**config.mk**
```make
export PLATFORM = sky130hd
export DESIGN_NAME = nnue_acc_div
export DESIGN_NICKNAME = d
export VERILOG_FILES = /design/src/rtl/core/nnue_acc_pkg.sv /design/src/rtl/core/nnue_acc_div.sv
export SDC_FILE = /design/constraint.sdc
export NUM_CORES = 1
export LEC_CHECK = 0
export BUFFER_PORTS_ARGS = -buffer_cell sky130_fd_sc_hd__buf_2
export CAP_MARGIN = 0
export CORE_ASPECT_RATIO = 0.75
export CORE_MARGIN = 1
export CORE_UTILIZATION = 63
export CTS_CLUSTER_SIZE = 40
export DETAILED_ROUTE_END_ITERATION = 6
export PLACE_DENSITY = 0.87
export SKIP_LAST_GASP = 1
export SLEW_MARGIN = 30
export SYNTH_ARGS = -nofsm -noshare
export SYNTH_HDL_FRONTEND = slang
export SYNTH_SLANG_ARGS = --single-unit
export TNS_END_PERCENT = 50
```
**constraint.sdc**
```tcl
create_clock -name i_clk -period 12.6 [get_ports i_clk]
set_input_delay 2.52 -clock i_clk [delete_from_list [all_inputs] [get_ports i_clk]]
set_output_delay 2.52 -clock i_clk [all_outputs]
set_load 0.05 [all_outputs]
```
**src/rtl/core/nnue_acc_pkg.sv**
```systemverilog
package nnue_acc_pkg;

    localparam int MAX_FEATURES_DEF   = 64 * 10 * 64;
    localparam int MAX_HIDDEN_ONE_DEF = 256;
    localparam int SCORE_LIMIT_DEF    = 31753;
    localparam int HIDDEN_TWO         = 32;
    localparam int HT_W               = $clog2(HIDDEN_TWO);
    localparam int FEAT_W             = 16;
    localparam int TOT_W              = 56;
    localparam int DVS_W              = 45;
    localparam int SUM_W              = 48;

    localparam logic [2:0] FN_WRITE   = 3'd0;
    localparam logic [2:0] FN_REFRESH = 3'd1;
    localparam logic [2:0] FN_ADD     = 3'd2;
    localparam logic [2:0] FN_PUT     = 3'd3;
    localparam logic [2:0] FN_REMOVE  = 3'd4;
    localparam logic [2:0] FN_EVAL    = 3'd5;

    localparam logic [2:0] RG_FEAT  = 3'd0;
    localparam logic [2:0] RG_FBIAS = 3'd1;
    localparam logic [2:0] RG_SW    = 3'd2;
    localparam logic [2:0] RG_SBIAS = 3'd3;
    localparam logic [2:0] RG_OUTW  = 3'd4;

    localparam logic [2:0] CFG_FORMAT   = 3'd0;
    localparam logic [2:0] CFG_WIDE     = 3'd1;
    localparam logic [2:0] CFG_ACT      = 3'd2;
    localparam logic [2:0] CFG_HID      = 3'd3;
    localparam logic [2:0] CFG_OUT      = 3'd4;
    localparam logic [2:0] CFG_OUT_BIAS = 3'd5;
    localparam logic [2:0] CFG_LOADED   = 3'd6;

    localparam logic [1:0] FMT_UNCLIPPED = 2'd0;
    localparam logic [1:0] FMT_BUCKET    = 2'd3;

    localparam logic [2:0] KIND_KING = 3'd5;

    typedef struct packed {
        logic                    start;
        logic signed [TOT_W-1:0] dividend;
        logic [DVS_W-1:0]        divisor;
    } t_div_req;

    typedef struct packed {
        logic                    done;
        logic signed [TOT_W-1:0] quot;
        logic signed [DVS_W:0]   rem;
    } t_div_rsp;

endpackage

```
**src/rtl/core/nnue_acc_div.sv**
```systemverilog
module nnue_acc_div
    import nnue_acc_pkg::*;
(
    input  logic     i_clk,
    input  logic     i_rst_n,
    input  t_div_req i_req,
    output t_div_rsp o_rsp
);
    localparam int CNT_W = $clog2(TOT_W);

    logic             r_busy;
    logic             r_done;
    logic [CNT_W-1:0] r_cnt;
    logic [TOT_W-1:0] r_num;
    logic [TOT_W-1:0] r_quo;
    logic [DVS_W-1:0] r_rem;
    logic [DVS_W-1:0] r_dvs;
    logic             r_neg;

    logic [DVS_W:0]   trial;
    logic             fits;

    assign trial = {r_rem, r_num[TOT_W-1]};
    assign fits  = trial >= {1'b0, r_dvs};

    always_ff @(posedge i_clk) begin
        if (!i_rst_n) begin
            r_busy <= 1'b0;
            r_done <= 1'b0;
            r_cnt  <= '0;
        end else begin
            r_done <= 1'b0;
            if (i_req.start) begin
                r_busy <= 1'b1;
                r_cnt  <= '0;
                r_neg  <= i_req.dividend[TOT_W-1];
                r_num  <= i_req.dividend[TOT_W-1] ? TOT_W'(-i_req.dividend)
                                                  : TOT_W'(i_req.dividend);
                r_dvs  <= i_req.divisor;
                r_rem  <= '0;
                r_quo  <= '0;
            end else if (r_busy) begin
                r_rem <= fits ? DVS_W'(trial - {1'b0, r_dvs}) : DVS_W'(trial);
                r_quo <= {r_quo[TOT_W-2:0], fits};
                r_num <= {r_num[TOT_W-2:0], 1'b0};
                r_cnt <= r_cnt + 1'b1;
                if (r_cnt == CNT_W'(TOT_W - 1)) begin
                    r_busy <= 1'b0;
                    r_done <= 1'b1;
                end
            end
        end
    end

    assign o_rsp.done = r_done;
    assign o_rsp.quot = r_neg ? -$signed(r_quo) : $signed(r_quo);
    assign o_rsp.rem  = r_neg ? -$signed({1'b0, r_rem}) : $signed({1'b0, r_rem});

    a_done_not_busy: assert property (@(posedge i_clk) disable iff (!i_rst_n)
        r_done |-> !r_busy) else $error("divider done while busy");
    a_done_after_busy: assert property (@(posedge i_clk) disable iff (!i_rst_n)
        $rose(r_done) |-> $past(r_busy)) else $error("divider done without a run");
    a_no_restart: assert property (@(posedge i_clk) disable iff (!i_rst_n)
        i_req.start |-> !r_busy) else $error("divider started while busy");

endmodule

```
# == Word level (Yosys, flattened, before mapping) ==
# Cells that the tools add are included.
# totals
elab_cells,34
latchBits,0
mem_count,0
mem_bits_rw,0
out_inout_bits,103
romBits,0
register_bits,211
input_bits,104
# op_classes
div_mod_pow,0
n_addsub,5
n_mul,0
shifts,0
n_mux,12
reduce_logical,5
bitwise_logic,2
eq_ne,1
n_lt_le_gt_ge,1
# ops
operator,count
$mux W56,5
$neg A56 Y56,2
$mux W45,2
$ge A46 B45 Y1,1
$mux W46,1
$neg A45 Y46,1
$sub A45 B45 Y45,1
$add A6 B1 Y6 const B,1
$eq A6 B6 Y1 const B,1
$mux W1,4
$reduce_and A2 Y1,2
$reduce_or A3 Y1,1
$not A1 Y1,2
$reduce_bool A2 Y1,1
$reduce_or A2 Y1,1

# == Logic depth before layout (Yosys ltp) ==
# depth
word_depth,4
depth_mapped,15
depth_no_buf,13

# == Worst setup path before layout ==
# Ideal clock, no wire load.
# synth_timing
path_type,input-to-reg
startpoint,in i_req[101] in the netlist's numbering
endpoint,reg r_num[0] (enable)
setup_time_ns,0.531
required_time_ns,12.069
path_slack_ns,5.509
path_buffers,2
stages,3
t_arrival_ns,6.560
path_cell_list,clkbuf_1 clkbuf_1 o21a_1
# synth_between
elab_chain_len,2
# synth_lines
item,line,rtl
start: declaration,nnue_acc_div.sv:6,"input t_div_req i_req,"
$reduce_bool A2 Y1 (no source line),-,
$reduce_and A2 Y1 (no source line),-,
end signal: assignment,nnue_acc_div.sv:37,r_num <= i_req.dividend[TOT_W-1] ? TOT_W'(-i_req.dividend)
end signal: assignment,nnue_acc_div.sv:45,"r_num <= {r_num[TOT_W-2:0], 1'b0};"
end: declaration,nnue_acc_div.sv:14,logic [TOT_W-1:0] r_num;
# No other way between the ends.
# A chain may end at the register's enable or synchronous reset.

==> flow_metrics.py <==
metrics = {
    "run_status": {
        "status": "completed",
    },
    "critical_path": {
        "worstPathCellList": "or4_1 -> nor4_1 -> nand3b_1 -> or2_2 -> or3_1 -> or3_1 -> or4_4 -> o41ai_2 -> xnor2_1 -> buf_2",
        "reg2reg_depth": 14,
        "worst_ep_arrival_time_ps": 4870,
        "cpMostUsedCell": "or3_1",
        "crit_path_end_kind": "output pin",
        "criticalPathCategory": "reg2out",
        "crit_family": "simple AND/OR/NAND/NOR gates",
        "start_kind": "flip-flop",
        "crit-reg2reg-capture": "r_rem[31]",
        "reg2reg_setup_slack_ps": 7370,
        "cpPeakStageDelay_ps": 590,
        "critPathBufInv": 1,
        "reg2reg_from": "r_num[55]",
        "cp_slowest_cell": "or4_1",
        "crit_path_max_fanout": 7,
        "cp.required_ps": 10080,
    },
    "synthesis": {
        "async_reset_ff_share_pct": 0,
        "yosysWarnings": 0,
        "synth_area_sq_um": 13680,
        "synth_ff_type": "edfxtp_1",
        "yosysUniqueCellTypes": 68,
        "synth_edf_count": 203,
        "ys_seq_elements": 211,
        "syn_inst": 1411,
        "syn_nets": 1565,
        "synth.avg_cell_area_sq_um": 9.697,
        "synth_seq_area_share_pct": 45.72,
    },
    "floorplanning": {
        "die_x_microns": 172.2,
        "die-area_sq_um": 22320,
        "rows": 46,
        "start_util_pct": 64.42,
        "core_area_sq_um": 21240,
        "io_pins": 207,
        "die_y_microns": 129.6,
    },
    "grt": {
        "antenna_found_initial": 1,
        "grt_pass1_vias": 10080,
        "grt_start_max_net_pins": 87,
        "grt_pass1_wl_mm": 51.67,
        "grt_overflow": 0,
        "grt_usage_pct": 29.32,
    },
    "power_and_ir_drop": {
        "powerDensity_nw_per_um2": 142.6,
        "p_total_w": 0.002230,
        "ir_drop_v": 0.0001101,
        "leakagePower_nw": 6.003,
    },
    "layout": {
        "drive_gt1_share_pct": 16.85,
        "area_growth_syn_to_layout_pct": 14.29,
        "finalNetCount": 1737,
        "fillCellCount": 1512,
    },
    "placed_design": {
        "detailed_place_hpwl_mm": 24.07,
        "routabilityCongestion": 0.9288,
        "io_buffer_count": 206,
    },
    "cts": {
        "cts_buffers": 21,
        "htree_levels": 1,
        "cts_setup_buffers": 0,
        "cts_buffer_depth": 3,
        "ctsResizeCount": 0,
        "cts.sinks": 211,
        "cts_tree": "built",
        "cts_root_buffer": "clkbuf_16",
        "cts_hold_buf": 0,
        "clk_pin_slew_ps": 60,
        "clk_latency_ps": 500,
    },
    "worst_hold_path": {
        "hp-start": "r_cnt[5]",
        "whs_endpoint": "r_cnt[5]",
        "min_path_type": "reg2reg",
        "hold_depth": 2,
    },
    "run": {
        "drv_cap": 0,
    },
    "sta": {
        "slew_viol_final": 0,
        "slew_headroom_pct": 40.16,
        "skew_ps": 16.94,
        "finalHoldViolCount": 0,
        "worstMarginPinSlew_ps": 897.6,
        "rsz0062_at_grt": "no",
        "fin_crit_sh_pct": 58.62,
        "setup_viol": 0,
        "min_period_ps": 7386,
        "finalSetupTns_ps": 0,
        "maxClockFrequency_ghz": 0.1354,
    },
    "detailed_routing": {
        "wl_per_cell_microns": 18.01,
        "routed_via_density": 6.118,
        "vias": 11530,
        "drc": 0,
        "dr.pass1.iters": 6,
        "drt_iter0_markers": 1240,
        "ant_nets": 0,
        "wirelength_mm": 33.95,
    },
}
[worst register-to-register path: stages, from the launching register on]
cell       delay, ps
edfxtp_1         410
inv_1             80
ha_1             150
inv_1             50
fa_1             400
a21o_1           230
a221o_1          440
a221oi_1         740
a2111oi_0        330
o31ai_1          600
o21ai_1          320
a21boi_2         570
buf_4            450
nand2_1          110
a21oi_1          180
[synth_stat cells, drive strengths merged, types with 3 or more instances]
library cell	n	area share, %
dfxtp	8	1.2
nand2b	8	0.37
nand4	14	0.64
clkbuf	58	1.6
ha	49	4.5
or2	8	0.38
buf	6	0.25
and3	5	0.23
nor3	12	0.44
or4	16	0.99
a211oi	9	0.49
xor2	65	4.2
o31ai	53	3.1
o21a	3	0.16
nor2	101	2.8
a221o	4	0.29
inv	69	1.9
nor4	14	0.64
nor2b	56	2.6
xnor2	125	8.0
a21oi	141	5.2
and2	4	0.18
edfxtp	203	45
a21o	17	0.93
a21boi	3	0.16
nand2	138	3.8
a31oi	8	0.37
nand3b	12	0.66
or3	38	1.8
o41ai	16	1.1
nand3	17	0.62
o21ai	90	3.3
o21bai	8	0.44
[stage by stage]
stage / cell area (sq um) / std cells / utilization, % / hold WS, ps / setup WS [ps]
3_3_place_gp: 14880 / 1847 / 70.08 / 471.7 / 5935
6_report: 15640 / 1885 / 73.63 / 499.7 / 5214
5_1_grt: 15640 / 1885 / 73.63 / 539.7 / 5025
2_1_floorplan: 13680 / 1411 / - / 453.7 / 5509
3_5_place_dp: 14910 / 1848 / 70.20 / 486.9 / 5822
4_1_cts: 15630 / 1884 / 73.58 / 500.9 / 5268
[metal layers]
layer / global-route usage [%] / part of all wire [%]
met1: 44.09 / 46
met5: 0 / 0
met3: 3.757 / 7.9
met2: 44.07 / 43
met4: 9.214 / 2.9
[layout make-up]
type / instances / area (sq um) / area share (%)
multi-input cells: 1067 / 6933 / 44.34
flip-flops and latches: 211 / 6256 / 40.01
repair buffers: 213 / 1106 / 7.073
clock buffers: 25 / 540.5 / 3.457
well taps: 288 / 360.3 / 2.304
inverters: 69 / 260.3 / 1.664
clock inverters: 11 / 178.9 / 1.144
diodes: 1 / 2.502 / 0.01600
[logic make-up (layout without fill, tap and decap cells)]
logic type / after synthesis / after routing / synth area share [%]
buffers and inverters: 133 / 318 / 3.731
other: 0 / 1 / 0
multiplexers: 3 / 3 / 0.2286
XOR/XNOR: 190 / 190 / 12.16
flip-flops: 211 / 211 / 45.72
adder cells (fa/ha/maj): 50 / 50 / 4.627
AND/OR/NAND/NOR: 451 / 451 / 16.65
AO/OA/AOI/OAI: 373 / 373 / 16.87
[layout by cell type (no fill, tap or decap), drive strengths merged, types with 14 or more instances in the layout]
| cell type | netlist | layout |
|---|---|---|
| a21oi | 141 | 141 |
| ha | 49 | 49 |
| nand3 | 17 | 17 |
| nor2 | 101 | 101 |
| inv | 69 | 68 |
| or3 | 38 | 38 |
| o31ai | 53 | 53 |
| nand4 | 14 | 14 |
| xnor2 | 125 | 125 |
| xor2 | 65 | 65 |
| o41ai | 16 | 16 |
| nor4 | 14 | 14 |
| o21ai | 90 | 90 |
| a21o | 17 | 17 |
| edfxtp | 203 | 203 |
| nor2b | 56 | 56 |
| nand2 | 138 | 138 |
| or4 | 16 | 16 |
| buf | 6 | 213 |
| clkbuf | 58 | 25 |
[power breakdown]
| group | internal [W] | leakage, nW | switching, W |
|---|---|---|---|
| clock | 0.000407 | 0.347 | 0.000263 |
| sequential | 0.000839 | 2.01 | 0.0000475 |
| combinational | 0.000215 | 3.64 | 0.000459 |
[how the worst max path moves through the flow]
stage	to	cells past startpoint	start	slack, ps
after floorplan	r_num[0]	3	i_req[101]	5510
after global placement	o_rsp[43]	10	r_rem[4]	5940
after detailed placement	o_rsp[41]	10	r_rem[4]	5820
after CTS	o_rsp[41]	10	r_rem[7]	5270
after global routing	o_rsp[41]	10	r_rem[6]	5020
final	o_rsp[41]	10	r_rem[4]	5210
[state kept, by name (all words and copies together), names as in the netlist]
register	cells
r_rem	45
r_dvs	45
r_busy	1
r_done	1
r_cnt	6
r_neg	1
r_quo	56
r_num	56
Power figures use the tool's default switching activity.
